<file path="src/rtl/wsfr_pkg.sv">
// Shared types and constants for the WebSocket frame receiver.
`default_nettype none

package wsfr_pkg;

  localparam int unsigned LenW = 21;

  typedef enum logic [2:0] {
    EV_NONE      = 3'd0,
    EV_MSG_DONE  = 3'd1,
    EV_PING_DONE = 3'd2,
    EV_PONG_SEEN = 3'd3,
    EV_CLOSE     = 3'd4,
    EV_TOO_LONG  = 3'd5,
    EV_NO_BUFFER = 3'd6,
    EV_MALFORMED = 3'd7
  } evt_e;

  localparam logic [3:0]      OPC_CLOSE      = 4'h8;
  localparam logic [3:0]      OPC_PING       = 4'h9;
  localparam logic [3:0]      OPC_PONG       = 4'hA;
  localparam logic [6:0]      LEN7_EXT16     = 7'd126;
  localparam logic [6:0]      LEN7_EXT64     = 7'd127;
  localparam logic [LenW-1:0] CTRL_MAX_LEN   = 21'd125;
  localparam logic [15:0]     CLOSE_NORMAL   = 16'd1000;
  localparam logic [15:0]     CLOSE_PROTOCOL = 16'd1002;
  localparam logic [LenW-1:0] MAX_FRAME_RST  = 21'd1048576;
  localparam logic [LenW-1:0] MSG_CAP_RST    = 21'd4096;

  localparam logic CFG_MAX_FRAME = 1'b0;
  localparam logic CFG_MSG_CAP   = 1'b1;

  typedef struct packed {
    logic [LenW-1:0] max_frame_length;
    logic [LenW-1:0] message_capacity;
  } cfg_t;

  typedef struct packed {
    logic       mode;
    logic [7:0] data_byte;
  } item_t;

  typedef struct packed {
    logic [7:0]  payload_byte;
    logic        payload_valid;
    logic        payload_is_control;
    logic [3:0]  message_opcode;
    evt_e        event_res;
    logic [15:0] close_status;
  } res_t;

endpackage

`default_nettype wire

</file>
<file path="src/rtl/wsfr_cfg.sv">
// Configuration registers: frame length limit and message capacity.
`default_nettype none

module wsfr_cfg (
  input  wire logic                     clk_i,
  input  wire logic                     rst_ni,
  input  wire logic                     cfg_valid_i,
  output logic                          cfg_ready_o,
  input  wire logic                     cfg_index_i,
  input  wire logic [wsfr_pkg::LenW-1:0] cfg_data_i,
  output wsfr_pkg::cfg_t                cfg_o
);

  wsfr_pkg::cfg_t cfg_q, cfg_d;

  assign cfg_ready_o = 1'b1;

  always_comb begin
    cfg_d = cfg_q;
    if (cfg_valid_i) begin
      unique case (cfg_index_i)
        wsfr_pkg::CFG_MAX_FRAME: cfg_d.max_frame_length = cfg_data_i;
        wsfr_pkg::CFG_MSG_CAP:   cfg_d.message_capacity = cfg_data_i;
        default: cfg_d = cfg_q;
      endcase
    end
  end

  always_ff @(posedge clk_i or negedge rst_ni) begin
    if (!rst_ni) begin
      cfg_q.max_frame_length <= wsfr_pkg::MAX_FRAME_RST;
      cfg_q.message_capacity <= wsfr_pkg::MSG_CAP_RST;
    end else begin
      cfg_q <= cfg_d;
    end
  end

  assign cfg_o = cfg_q;

endmodule

`default_nettype wire

</file>
<file path="src/rtl/wsfr_in_reg.sv">
// Input register stage holding one received request.
`default_nettype none

module wsfr_in_reg (
  input  wire logic       clk_i,
  input  wire logic       rst_ni,
  input  wire logic       valid_i,
  output logic            ready_o,
  input  wire logic       mode_i,
  input  wire logic [7:0] data_byte_i,
  input  wire logic       take_i,
  output logic            valid_o,
  output wsfr_pkg::item_t item_o
);

  logic            valid_q, valid_d;
  wsfr_pkg::item_t item_q;

  assign ready_o = !valid_q || take_i;

  always_comb begin
    valid_d = valid_q;
    if (take_i) valid_d = 1'b0;
    if (valid_i && ready_o) valid_d = 1'b1;
  end

  always_ff @(posedge clk_i or negedge rst_ni) begin
    if (!rst_ni) begin
      valid_q <= 1'b0;
    end else begin
      valid_q <= valid_d;
    end
  end

  always_ff @(posedge clk_i) begin
    if (valid_i && ready_o) begin
      item_q.mode      <= mode_i;
      item_q.data_byte <= data_byte_i;
    end
  end

  assign valid_o = valid_q;
  assign item_o  = item_q;

endmodule

`default_nettype wire

</file>
<file path="src/rtl/wsfr_parser.sv">
// Frame header parser, payload unmasking and message bookkeeping.
`default_nettype none

module wsfr_parser (
  input  wire logic       clk_i,
  input  wire logic       rst_ni,
  input  wire logic       step_i,
  input  wsfr_pkg::item_t item_i,
  input  wsfr_pkg::cfg_t  cfg_i,
  output wsfr_pkg::res_t  res_o
);

  localparam int unsigned LW = wsfr_pkg::LenW;

  logic [3:0]    hc_q, hc_d;
  logic [4:0]    fo_q, fo_d;
  logic [7:0]    ml_q, ml_d;
  logic [63:0]   ext_q, ext_d;
  logic [31:0]   key_q, key_d;
  logic [LW-1:0] fr_q, fr_d;
  logic [LW-1:0] mu_q, mu_d;
  logic [3:0]    mop_q, mop_d;
  logic [15:0]   cfb_q, cfb_d;
  logic          halted_q, halted_d;

  function automatic logic [3:0] ext_bytes(input logic [7:0] ml);
    logic [3:0] n;
    n = 4'd0;
    if (ml[6:0] == wsfr_pkg::LEN7_EXT16) n = 4'd2;
    else if (ml[6:0] == wsfr_pkg::LEN7_EXT64) n = 4'd8;
    return n;
  endfunction

  function automatic logic [3:0] header_need(input logic [7:0] ml);
    return 4'd2 + ext_bytes(ml) + (ml[7] ? 4'd4 : 4'd0);
  endfunction

  function automatic logic [63:0] frame_len(input logic [7:0] ml, input logic [63:0] ext);
    logic [63:0] l;
    l = {57'd0, ml[6:0]};
    if (ml[6:0] == wsfr_pkg::LEN7_EXT16) l = {48'd0, ext[15:0]};
    else if (ml[6:0] == wsfr_pkg::LEN7_EXT64) l = ext;
    return l;
  endfunction

  logic          in_hdr;
  logic [63:0]   cur_len;

  assign in_hdr  = (hc_q < 4'd2) || (hc_q < header_need(ml_q));
  assign cur_len = frame_len(ml_q, ext_q);

  always_comb begin
    logic [7:0]    b;
    logic [7:0]    kb;
    logic [63:0]   len64;
    logic [LW-1:0] fin_len;
    logic          do_finish;
    logic          do_advance;
    logic          too_long;

    hc_d = hc_q;   fo_d = fo_q;   ml_d = ml_q;   ext_d = ext_q;  key_d = key_q;
    fr_d = fr_q;   mu_d = mu_q;   mop_d = mop_q; cfb_d = cfb_q;  halted_d = halted_q;
    res_o      = '0;
    b          = item_i.data_byte;
    kb         = 8'd0;
    len64      = 64'd0;
    fin_len    = '0;
    do_finish  = 1'b0;
    do_advance = 1'b0;
    too_long   = 1'b0;

    if (step_i) begin
      if (item_i.mode) begin
        hc_d = '0;  fo_d = '0;  ml_d = '0;  ext_d = '0;  key_d = '0;
        fr_d = '0;  mu_d = '0;  mop_d = '0; cfb_d = '0;  halted_d = 1'b0;
      end else if (!halted_q) begin
        if (in_hdr) begin
          if (hc_q == 4'd0) fo_d = {b[7], b[3:0]};
          else if (hc_q == 4'd1) ml_d = b;
          else if (hc_q < 4'd2 + ext_bytes(ml_q)) ext_d = {ext_q[55:0], b};
          else key_d = {key_q[23:0], b};
          hc_d = hc_q + 4'd1;
          // The last header byte decides on the frame as a whole.
          if (!((hc_d < 4'd2) || (hc_d < header_need(ml_d)))) begin
            len64    = frame_len(ml_d, ext_d);
            too_long = (|len64[63:LW]) || (len64[LW-1:0] > cfg_i.max_frame_length);
            if (too_long) begin
              res_o.event_res = wsfr_pkg::EV_TOO_LONG;
              halted_d        = 1'b1;
            end else if (fo_d[3] && (!fo_d[4] || len64[LW-1:0] > wsfr_pkg::CTRL_MAX_LEN)) begin
              res_o.event_res = wsfr_pkg::EV_MALFORMED;
              halted_d        = 1'b1;
            end else begin
              if (!fo_d[3] && fo_d[3:0] != 4'd0) mop_d = fo_d[3:0];
              fr_d = '0;
              if (len64[LW-1:0] == '0) do_finish = 1'b1;
            end
          end
        end else begin
          case (fr_q[1:0])
            2'd0:    kb = key_q[31:24];
            2'd1:    kb = key_q[23:16];
            2'd2:    kb = key_q[15:8];
            default: kb = key_q[7:0];
          endcase
          if (ml_q[7]) b = b ^ kb;
          if (fo_q[3]) begin
            // Pong payload is swallowed; other control bytes go out.
            if (fo_q[3:0] != wsfr_pkg::OPC_PONG) begin
              res_o.payload_byte       = b;
              res_o.payload_valid      = 1'b1;
              res_o.payload_is_control = 1'b1;
              res_o.message_opcode     = fo_q[3:0];
            end
            if (fr_q == '0) cfb_d[15:8] = b;
            else if (fr_q == LW'(1)) cfb_d[7:0] = b;
            do_advance = 1'b1;
          end else if (mu_q >= cfg_i.message_capacity) begin
            res_o.event_res = wsfr_pkg::EV_NO_BUFFER;
            halted_d        = 1'b1;
          end else begin
            mu_d                 = mu_q + LW'(1);
            res_o.payload_byte   = b;
            res_o.payload_valid  = 1'b1;
            res_o.message_opcode = mop_q;
            do_advance           = 1'b1;
          end
          if (do_advance) begin
            fr_d = fr_q + LW'(1);
            if (fr_d >= cur_len[LW-1:0]) do_finish = 1'b1;
          end
        end

        if (do_finish) begin
          fin_len = fr_d;
          hc_d    = 4'd0;
          fr_d    = '0;
          if (fo_d[3]) begin
            res_o.message_opcode = fo_d[3:0];
            if (fo_d[3:0] == wsfr_pkg::OPC_PING) begin
              res_o.event_res = wsfr_pkg::EV_PING_DONE;
            end else if (fo_d[3:0] == wsfr_pkg::OPC_PONG) begin
              res_o.event_res = wsfr_pkg::EV_PONG_SEEN;
            end else if (fo_d[3:0] == wsfr_pkg::OPC_CLOSE) begin
              res_o.event_res    = wsfr_pkg::EV_CLOSE;
              res_o.close_status = (fin_len > LW'(2) && cfb_d != 16'd0) ?
                                   cfb_d : wsfr_pkg::CLOSE_NORMAL;
              halted_d           = 1'b1;
            end else begin
              res_o.event_res    = wsfr_pkg::EV_CLOSE;
              res_o.close_status = wsfr_pkg::CLOSE_PROTOCOL;
              halted_d           = 1'b1;
            end
            cfb_d = '0;
          end else if (fo_d[4]) begin
            res_o.message_opcode = mop_d;
            res_o.event_res      = wsfr_pkg::EV_MSG_DONE;
            mu_d                 = '0;
          end
        end
      end
    end
  end

  always_ff @(posedge clk_i or negedge rst_ni) begin
    if (!rst_ni) begin
      hc_q     <= '0;
      fo_q     <= '0;
      ml_q     <= '0;
      ext_q    <= '0;
      key_q    <= '0;
      fr_q     <= '0;
      mu_q     <= '0;
      mop_q    <= '0;
      cfb_q    <= '0;
      halted_q <= 1'b0;
    end else begin
      hc_q     <= hc_d;
      fo_q     <= fo_d;
      ml_q     <= ml_d;
      ext_q    <= ext_d;
      key_q    <= key_d;
      fr_q     <= fr_d;
      mu_q     <= mu_d;
      mop_q    <= mop_d;
      cfb_q    <= cfb_d;
      halted_q <= halted_d;
    end
  end

`ifndef ASSERT_OFF
  a_restart_clears: assert property (@(posedge clk_i) disable iff (!rst_ni)
    step_i && item_i.mode |=> (hc_q == 4'd0) && !halted_q && (mu_q == '0) && (fr_q == '0))
    else $error("restart did not clear the parser");

  a_halt_holds: assert property (@(posedge clk_i) disable iff (!rst_ni)
    step_i && !item_i.mode && halted_q |=> halted_q && $stable(hc_q) && $stable(fr_q))
    else $error("halted parser changed state");

  a_halting_event: assert property (@(posedge clk_i) disable iff (!rst_ni)
    step_i && (res_o.event_res == wsfr_pkg::EV_TOO_LONG ||
               res_o.event_res == wsfr_pkg::EV_NO_BUFFER ||
               res_o.event_res == wsfr_pkg::EV_MALFORMED ||
               res_o.event_res == wsfr_pkg::EV_CLOSE) |=> halted_q)
    else $error("error or close event without halt");

  a_ctrl_byte: assert property (@(posedge clk_i) disable iff (!rst_ni)
    res_o.payload_is_control |-> res_o.payload_valid && res_o.message_opcode[3])
    else $error("control byte tagged without a control opcode");

  a_payload_bound: assert property (@(posedge clk_i) disable iff (!rst_ni)
    !halted_q && !in_hdr |-> ({43'd0, fr_q} < cur_len))
    else $error("payload count reached the frame length outside the header");
`endif

endmodule

`default_nettype wire

</file>
<file path="src/rtl/wsfr_out_reg.sv">
// Result register that holds a finished result until it is taken.
`default_nettype none

module wsfr_out_reg (
  input  wire logic      clk_i,
  input  wire logic      rst_ni,
  input  wire logic      load_i,
  input  wsfr_pkg::res_t res_i,
  output logic           free_o,
  output logic           valid_o,
  input  wire logic      ready_i,
  output wsfr_pkg::res_t res_o
);

  logic           valid_q, valid_d;
  wsfr_pkg::res_t res_q;

  assign free_o = !valid_q || ready_i;

  always_comb begin
    valid_d = valid_q;
    if (ready_i) valid_d = 1'b0;
    if (load_i) valid_d = 1'b1;
  end

  always_ff @(posedge clk_i or negedge rst_ni) begin
    if (!rst_ni) begin
      valid_q <= 1'b0;
    end else begin
      valid_q <= valid_d;
    end
  end

  always_ff @(posedge clk_i) begin
    if (load_i) begin
      res_q <= res_i;
    end
  end

  assign valid_o = valid_q;
  assign res_o   = res_q;

endmodule

`default_nettype wire

</file>
<file path="src/rtl/websocket_frame_receiver_core.sv">
// Top level of the WebSocket frame receiver: one result per received byte.
//
//  Channel  | Direction | Handshake             | Payload
//  ---------+-----------+-----------------------+-------------------------------------
//  s_axis   | in        | tvalid / tready       | tdata: data_byte; tuser: mode
//  m_axis   | out       | tvalid / tready       | tdata: byte,valid,opcode,event,status
//  cfg      | in        | cfg_valid / cfg_ready | cfg_index_i, cfg_data_i (21 bits)
//
// A byte's result is loaded into the result register when the parser takes the byte:
// the input register holds it while the parser logic works on it. One byte is
// accepted every cycle while the result register is free. The result register
// stalls the parser; the input register then fills and s_axis_tready drops.
// The config port is always ready. Reset clears all parser state and loads the default limits.
`default_nettype none

module websocket_frame_receiver_core (
  input  wire logic        clk_i,
  input  wire logic        rst_ni,
  input  wire logic        s_axis_tvalid,
  output logic             s_axis_tready,
  input  wire logic [7:0]  s_axis_tdata,   // [7:0] data_byte
  input  wire logic        s_axis_tuser,   // [0] mode
  output logic             m_axis_tvalid,
  input  wire logic        m_axis_tready,
  output logic [31:0]      m_axis_tdata,   // [7:0] payload_byte, [8] payload_valid,
                                           // [12:9] message_opcode, [15:13] event_res,
                                           // [31:16] close_status
  output logic             m_axis_tuser,   // [0] payload_is_control
  input  wire logic        cfg_valid_i,
  output logic             cfg_ready_o,
  input  wire logic        cfg_index_i,
  input  wire logic [20:0] cfg_data_i
);

  wsfr_pkg::cfg_t  cfg;
  wsfr_pkg::item_t item;
  wsfr_pkg::res_t  res_next;
  wsfr_pkg::res_t  res_out;
  logic            item_valid;
  logic            out_free;
  logic            step;

  assign step = item_valid && out_free;

  wsfr_cfg u_cfg (
    .clk_i       (clk_i),
    .rst_ni      (rst_ni),
    .cfg_valid_i (cfg_valid_i),
    .cfg_ready_o (cfg_ready_o),
    .cfg_index_i (cfg_index_i),
    .cfg_data_i  (cfg_data_i),
    .cfg_o       (cfg)
  );

  wsfr_in_reg u_in (
    .clk_i       (clk_i),
    .rst_ni      (rst_ni),
    .valid_i     (s_axis_tvalid),
    .ready_o     (s_axis_tready),
    .mode_i      (s_axis_tuser),
    .data_byte_i (s_axis_tdata),
    .take_i      (step),
    .valid_o     (item_valid),
    .item_o      (item)
  );

  wsfr_parser u_parser (
    .clk_i  (clk_i),
    .rst_ni (rst_ni),
    .step_i (step),
    .item_i (item),
    .cfg_i  (cfg),
    .res_o  (res_next)
  );

  wsfr_out_reg u_out (
    .clk_i   (clk_i),
    .rst_ni  (rst_ni),
    .load_i  (step),
    .res_i   (res_next),
    .free_o  (out_free),
    .valid_o (m_axis_tvalid),
    .ready_i (m_axis_tready),
    .res_o   (res_out)
  );

  assign m_axis_tdata = {res_out.close_status, res_out.event_res, res_out.message_opcode,
                         res_out.payload_valid, res_out.payload_byte};
  assign m_axis_tuser = res_out.payload_is_control;

endmodule

`default_nettype wire
</file>
<file path="config.mk">
export PLATFORM = sky130hd
export DESIGN_NAME = websocket_frame_receiver_core
export DESIGN_NICKNAME = d
export VERILOG_FILES = /design/src/rtl/wsfr_pkg.sv /design/src/rtl/wsfr_cfg.sv /design/src/rtl/wsfr_in_reg.sv /design/src/rtl/wsfr_parser.sv /design/src/rtl/wsfr_out_reg.sv /design/src/rtl/websocket_frame_receiver_core.sv
export SDC_FILE = /design/constraint.sdc
export NUM_CORES = 1
export LEC_CHECK = 0
export ABC_CLOCK_PERIOD_IN_PS = 6800
export BUFFER_PORTS_ARGS = -buffer_cell sky130_fd_sc_hd__clkbuf_2
export CAP_MARGIN = 30
export CORE_UTILIZATION = 40
export CTS_BUF_LIST = sky130_fd_sc_hd__clkbuf_8
export DETAILED_ROUTE_END_ITERATION = 16
export MAX_ROUTING_LAYER = met4
export RECOVER_POWER = 100
export SLEW_MARGIN = 20
export SYNTH_ARGS = -nofsm -noshare
export SYNTH_HDL_FRONTEND = slang
export SYNTH_SLANG_ARGS = --single-unit
</file>
<file path="constraint.sdc">
create_clock -name clk_i -period 6.8 [get_ports clk_i]
set_input_delay 0.68 -clock clk_i [delete_from_list [all_inputs] [get_ports clk_i]]
set_output_delay 0.68 -clock clk_i [all_outputs]
set_load 0.01 [all_outputs]
</file>
# Yosys cells after proc, flatten, opt, wreduce, memory -nomap -nowiden
# Index checks and enable logic that the tools add are counted.
op_classes:
  add_sub_neg: 8
  n_mul: 0
  n_div: 0
  order_cmp: 10
  n_eq_ne: 16
  shift: 0
  muxes: 159
  bitwise_logic: 7
  reduce_logical: 37
op_table:
  columns: ["op", "count"]
  rows:
  - ["64-bit 2-to-1 mux", 13]
  - ["21-bit 2-to-1 mux", 21]
  - ["16-bit 2-to-1 mux", 14]
  - ["32-bit 2-to-1 mux", 6]
  - ["8-bit 2-to-1 mux", 17]
  - ["4-bit 2-to-1 mux", 28]
  - ["5-bit 2-to-1 mux", 11]
  - ["43-bit OR reduction", 1]
  - ["21-bit by 1-bit adder with 21-bit output, second input constant", 2]
  - ["21-bit >= comparator", 2]
  - ["21-bit logical NOT", 2]
  - ["1-bit 2-to-1 mux", 32]
  - ["3-bit 2-to-1 mux", 10]
  - ["7-bit equality test, second input constant", 4]
  - ["8-bit case mux with 3 select lines", 1]
  - ["23-bit 2-to-1 mux", 1]
  - ["21-bit by 1-bit equality test with 1-bit output, second input constant", 1]
  - ["21-bit by 2-bit greater-than comparator with 1-bit output, second input constant", 1]
  - ["21-bit greater-than comparator", 1]
  - ["21-bit by 7-bit greater-than comparator with 1-bit output, second input constant", 1]
  - ["9-bit 2-to-1 mux", 2]
  - ["16-bit nonzero test", 1]
  - ["14-bit 2-to-1 mux", 1]
  - ["7-bit 2-to-1 mux", 2]
  - ["other kinds (29)", 62]
totals:
  reg_bits: 262
  latchBits: 0
  mem_bits_rw: 0
  rom_bits: 0
  in_bits: 36
  output_inout_bits: 36
  wordCells: 260
  memories: 0

# Logic depth before layout (Yosys ltp)
depth:
  ltp_word: 45
  depth_mapped: 24
  depth_no_buf: 20

# Modules after synthesis
# Synthesis repeated with hierarchy kept, for this count alone.
hier_totals:
  hier_cells: 1605
  hier_area_um2: 15516.1
modules_own_cells:
  columns: ["mod", "n_inst", "cells_each", "area_each_um2"]
  rows:
  - ["wsfr_parser", 1, 1463, 12469.5]
  - ["wsfr_cfg", 1, 92, 1677.9]
  - ["wsfr_out_reg", 1, 36, 1038.5]
  - ["wsfr_in_reg", 1, 13, 324.1]
  - ["websocket_frame_receiver_core", 1, 1, 6.3]

# Least setup slack after synthesis
# OpenSTA, ideal clock, no wires.
synth_path:
  kind: "reg2reg"
  startpoint: "reg u_parser.ml_q[4]"
  endpoint: "reg u_out.res_q (netlist bit u_out.res_o[4]), data pin"
  setup_time_ps: 138
  t_arrival_ps: 5345
  t_required_ps: 6662
  path_slack_ps: 1317
  path_stages_with_launch: 24
  path_buffers: 3
  cell_sequence: "dfrtp_1 nand4_2 nor2_1 clkbuf_1 nand2_1 ha_1 and2_1 a221o_1 nor2_1 clkbuf_1 nand2_1 a21oi_1 ha_1 a21oi_1 nand2_1 a221oi_1 and3_1 o21a_1 nand2_1 o31ai_4 nand4_4 or3b_1 buf_6 nor2_2"
synth_via:
  elab_chain_cells: 35
  elab_cells_between_ends: 90
  classes_between: "add/sub (5); order compare (7); eq/ne (7); mux (57); bitwise (4); reduce/logical (10)"
synth_lines:
  columns: ["element", "line", "text"]
  rows:
  - ["from (decl)", "wsfr_parser.sv:17", "logic [7:0] ml_q, ml_d;"]
  - ["from (signal assigned)", "wsfr_parser.sv:180", "ml_q <= ml_d;"]
  - ["7-bit equality test", "wsfr_parser.sv:30, wsfr_parser.sv:42", null]
  - ["4-bit 2-to-1 mux", "wsfr_parser.sv:30", "else if (ml[6:0] == wsfr_pkg::LEN7_EXT64) n = 4'd8;"]
  - ["4-bit 2-to-1 mux", "wsfr_parser.sv:29", "if (ml[6:0] == wsfr_pkg::LEN7_EXT16) n = 4'd2;"]
  - ["4-bit 2-to-1 mux", "wsfr_parser.sv:79", "else if (hc_q == 4'd1) ml_d = b;"]
  - ["4-bit 2-to-1 mux", "wsfr_parser.sv:78", "if (hc_q == 4'd0) fo_d = {b[7], b[3:0]};"]
  - ["4-bit 2-to-1 mux", "wsfr_parser.sv:77", "if (in_hdr) begin"]
  - ["4-bit 2-to-1 mux", "wsfr_parser.sv:76", "end else if (!halted_q) begin"]
  - ["4-bit 2-to-1 mux", "wsfr_parser.sv:73", "if (item_i.mode) begin"]
  - ["[... 19 more ...]", null, null]
  - ["21-bit 2-to-1 mux", "wsfr_parser.sv:77", null]
  - ["21-bit 2-to-1 mux", "wsfr_parser.sv:76", null]
  - ["21-bit 2-to-1 mux", "wsfr_parser.sv:73", null]
  - ["21-bit 2-to-1 mux", "wsfr_parser.sv:72", "if (step_i) begin"]
  - ["21-bit by 2-bit greater-than comparator with 1-bit output", "wsfr_parser.sv:146", "res_o.close_status = (fin_len > LW'(2) && cfb_d != 16'd0) ?"]
  - ["1-bit logical AND", "wsfr_parser.sv:146", null]
  - ["1-bit inverter (no line)", null, null]
  - ["8-bit OR reduction (no line)", null, null]
  - ["to (signal assigned)", "wsfr_out_reg.sv:36", "res_q <= res_i;"]
  - ["to (decl)", "wsfr_out_reg.sv:16", "wsfr_pkg::res_t res_q;"]
# Parallel ways exist; a longest one is shown, timed or not. The select of a mux whose other input is x is not followed.
# A chain may end at the register's enable or synchronous reset.

# Final worst setup path
layout_path:
  startpoint: "reg u_parser.ml_q[4]"
  endpoint: "reg u_parser.fr_q[17]"
layout_via:
  elab_chain_cells: 34
  elab_cells_between_ends: 74
  classes_between: "add/sub (5); order compare (6); eq/ne (4); mux (52); reduce/logical (7)"
layout_lines:
  columns: ["element", "line", "text"]
  rows:
  - ["7-bit equality test", "wsfr_parser.sv:30, wsfr_parser.sv:42", null]
  - ["4-bit 2-to-1 mux", "wsfr_parser.sv:30", null]
  - ["4-bit 2-to-1 mux", "wsfr_parser.sv:29", null]
  - ["4-bit 2-to-1 mux", "wsfr_parser.sv:79", null]
  - ["4-bit 2-to-1 mux", "wsfr_parser.sv:78", null]
  - ["4-bit 2-to-1 mux", "wsfr_parser.sv:77", null]
  - ["4-bit 2-to-1 mux", "wsfr_parser.sv:76", null]
  - ["4-bit 2-to-1 mux", "wsfr_parser.sv:73", null]
  - ["[... 18 more ...]", null, null]
  - ["21-bit 2-to-1 mux / 1-bit 2-to-1 mux (equally long branches)", "wsfr_parser.sv:84", "if (!((hc_d < 4'd2) || (hc_d < header_need(ml_d)))) begin"]
  - ["21-bit 2-to-1 mux / 1-bit 2-to-1 mux (equally long branches)", "wsfr_parser.sv:77", null]
  - ["21-bit 2-to-1 mux / 1-bit 2-to-1 mux (equally long branches)", "wsfr_parser.sv:76", null]
  - ["21-bit 2-to-1 mux / 1-bit 2-to-1 mux (equally long branches)", "wsfr_parser.sv:73", null]
  - ["21-bit 2-to-1 mux / 1-bit 2-to-1 mux (equally long branches)", "wsfr_parser.sv:72", null]
  - ["21-bit 2-to-1 mux (*)", "wsfr_parser.sv:134", "if (do_finish) begin"]
  - ["21-bit 2-to-1 mux (*)", "wsfr_parser.sv:76", null]
  - ["21-bit 2-to-1 mux (*)", "wsfr_parser.sv:73", null]
  - ["to (signal assigned)", "wsfr_parser.sv:183", "fr_q <= fr_d;"]
  - ["to (decl)", "wsfr_parser.sv:20", "logic [LW-1:0] fr_q, fr_d;"]
# Every way passes the cells marked *; elsewhere a longest branch is shown, timed or not. The select of a mux whose other input is x is not followed.

==> metrics.md <==
| Metric | Value |
|---|---|
| Run status | `finished, violations left` |
| Violated checks | `capacitance limit, slew limit` |
| Full die area | `37500 µm²` |
| Final hold violation count | `0` |
| Std cell rows | `between 60 and 70` |
| Primary FF master, synth | `dfrtp_1` |
| Area share of the largest cell type after synthesis | `37.1%` |
| Vias per cell | `roughly 6` |
| Antenna violations before repair | `0` |
| Least-Margin Pin Slew | `~5.4 ns` |
| Clk slew on worst S/H paths | `0.07 ns` |
| Met3 usage | `about 4.2%` |
| Synth Warn # | `0` |
| CP Max Fanout | `19` |
| Hold Slack | `between 0.2 and 0.25 ns` |
| Antenna diode count | `0` |
| Synthesis-to-finish area growth | `12.1%` |
| Worst Path Arrival | `roughly 6.6 ns` |
| Post-synth top cells | `dfrtp_1, nand2_1, o21ai_0` |
| Total number of vias | `around 12000` |
| Cells after synthesis | `roughly 1500` |
| Yosys reg bits | `between 200 and 300` |
| CP max stage delay | `about 0.9 ns` |
| Largest cells by area after synthesis | `dfrtp_1, edfxtp_1, a22o_1` |
| GR Util met2 | `approximately 33%` |
| Yosys cell types | `83` |
| Syn Nets | `roughly 1600` |
| Period minus WS final | `6.15 ns` |
| RSZ-0062 raised after global routing | `false` |
| Port buffer count | `70` |
| First-pass GRT wire length | `65.9 mm` |
| Worst Setup EP | `u_parser.fr_q[17]` |
| DRT Pass-1 Iters | `5` |
| Average wire per standard cell | `about 20 µm` |
| Critical-path cell list | `nand4_2 -> nor2_1 -> buf_4 -> nand2_1 -> ha_1 -> and2_1 -> a221o_1 -> or2_1 -> nand2_1 -> a21oi_1 -> ha_1 -> nand2_1 -> o21ai_0 -> a221oi_1 -> mux2_1 -> o21a_1 -> nand2_1 -> o211ai_1 -> clkbuf_1 -> nor2_1 -> nand3_1 -> o311ai_0` |
| Max_cap viols | `3` |
| Critical-path top delay cell | `nor2_1` |
| Family with the most delay on the worst path | `simple AND/OR/NAND/NOR gates` |
| Io pins | `72` |
| Sinks on Clock Net | `roughly 260` |
| RR Startpoint | `u_parser.ml_q[4]` |
| Power Dens Cells | `304 nW/µm²` |
| Gr busiest metal | `met2` |
| Worst Reg2Reg Path Length in Cells | `22` |
| DP Wirelength | `just under 30 mm` |
| Final GP Congestion | `approximately 0.9` |
| Crit share post-route | `approximately 90%` |
| Met1 GRT Util | `31.9%` |
| Clock tree buffer depth | `3` |
| Aggregate global-route resource usage | `22.8%` |
| Crit path buffers/inverters | `2` |
| Routed Antenna Nets | `0` |
| Worst hold path type | `in -> reg` |
| Fill count | `3456` |
| Post-Syn Area | `~15000 µm²` |
| Number of global-route vias before repair | `~12000` |
| Root buffer cell | `clkbuf_8` |
| Stages on worst setup path | `22` |
| EDFF count, synth | `42` |
| TritonCTS buffer count | `47` |
| 1st-iter DRT viols | `1009` |
| Ys async rst share | `84.0%` |
| Die Span X | `around 190 µm` |
| Fmax | `163 MHz` |
| Critical Path RT | `between 7 and 8 ns` |
| Critical path class | `reg -> reg` |
| Worst VDD drop | `approximately 0.19 mV` |
| Final Setup Violations | `0` |
| R2R Setup Slk | `roughly 0.65 ns` |
| DRC viols | `0` |
| Top-count cell post-synth | `dfrtp_1` |
| Max H-tree Level | `2` |
| Total wire length | `41.5 mm` |
| Post-CTS Setup Bufs | `0` |
| Final Max Slew Viols | `around 200` |
| Initial Utilization | `just over 40%` |
| Syn_area_per_cell | `between 9 and 10 µm²` |
| Leakage power | `~7.5 nW` |
| Setup TNS | `0 ns` |
| Insertion delay to the later sink of the worst-skew pair | `0.61 ns` |
| Largest net degree at the start of global routing | `97` |
| Clock Skew | `between 0.03 and 0.04 ns` |
| Kind of start point of the critical path | `flop` |
| Kind of end point of the critical path | `flop` |
| Crit-path most repeated cell | `nand2_1` |
| Sequential element share of the synthesized area | `46.0%` |
| Cts repair resizes | `0` |
| Core area | `35800 µm²` |
| Layout cells sized above 1 | `11.5%` |
| NumNets Final | `about 1700` |
| # hold bufs at CTS | `0` |
| CTS tree | `yes` |
| Crit. Startpoint | `u_parser.ml_q[4]` |
| Worst reg2reg endpoint | `u_parser.fr_q[17]` |
| Max_slew headroom | `-263%` |
| Grt ovf | `0` |
| Cell accounting for the most synthesized area | `dfrtp_1` |
| Die Y | `between 150 and 200 µm` |
state kept, by name (all words and copies together) (netlist names):
name               flops
u_in.valid_o           1
u_out.res_o           33
u_parser.mop_q         4
u_parser.mu_q         21
u_cfg.cfg_o           42
u_parser.cfb_q        16
u_parser.ml_q          8
u_parser.hc_q          4
u_parser.fr_q         21
u_parser.ext_q        64
u_out.valid_o          1
u_parser.halted_q      1
u_parser.key_q        32
u_parser.fo_q          5
u_in.item_o            9
worst min path at each step:
stage                                  start                 end  slack (ns)  cells after the start
after global placement    u_parser.cfb_q[11]  u_parser.cfb_q[11]        0.46                      2
final                        s_axis_tdata[1]      u_in.item_o[1]        0.25                      1
after CTS                             rst_ni  u_parser.ext_q[57]        0.12                      1
after detailed placement  u_parser.cfb_q[13]  u_parser.cfb_q[13]        0.47                      2
after global routing         s_axis_tdata[6]      u_in.item_o[6]        0.22                      1
after floorplan                       rst_ni      u_cfg.cfg_o[0]        0.38                      0
kinds of logic after synthesis:
kind of cell	after synthesis	share of synthesized area, %
AND/OR/NAND/NOR	481	16.5
AO/OA/AOI/OAI	430	20.4
flip-flops	262	46.0
buffers and inverters	169	4.52
adder cells (fa/ha/maj)	77	6.55
multiplexers	52	3.76
XOR/XNOR	37	2.20
other	1	0.0255
metal layers:
layer	wire, µm	up-vias
met2	18600	351
li1	-	5653
met1	19600	5963
met3	2280	63
met4	1040	0
met5	0	-
power by group:
part	switching (mW)	internal (mW)
clock	0.687	1.00
combinational	0.910	0.475
sequential	0.195	1.74
total	1.79	3.22
area by class of cell:
class	count	area, µm²	share of cell area (%)
Tap cell	461	577	3.50
Clock inverter	28	287	1.74
Inverter	82	308	1.87
Timing Repair Buffer	90	437	2.65
Multi-Input combinational cell	1078	7300	44.3
Sequential cell	262	6770	41.1
Clock buffer	58	798	4.84
cells in the final DEF (no fill, tap or decap), types with 8 or more instances in the layout:
cell type  count
a211oi_1      10
a21o_1        18
a21oi_1       72
a222oi_1       8
a22o_1       114
a31oi_1        8
and3_1        24
and4_1         8
buf_4         10
clkbuf_1      45
clkbuf_2      33
clkbuf_8      58
dfrtp_1      218
edfxtp_1      42
ha_1          77
inv_1         93
mux2_2        25
mux2i_1       26
nand2_1      181
nand3_1       52
nand4_1       22
nor2_1        59
nor2_2        10
nor3_1        28
nor4_1        23
o21a_1        10
o21ai_0      119
or3_1         14
xnor2_1       24
xor2_1        13
metrics by stage:
stage / std cells / utilization (%) / power [mW] / setup WS (ns) / instance area [µm²]
floorplan: 1509 / - / 2.87 / 1.32 / 14700
global placement: 1971 / 43.1 / 3.32 / 0.928 / 15500
global route: 2059 / 46.0 / 5.28 / 0.117 / 16500
finish: 2059 / 46.0 / 5.01 / 0.648 / 16500
detailed placement: 1971 / 43.1 / 3.33 / 0.705 / 15500
CTS: 2057 / 46.2 / 5.05 / 0.675 / 16500
Note: power is estimated with default switching activity, not from simulation.
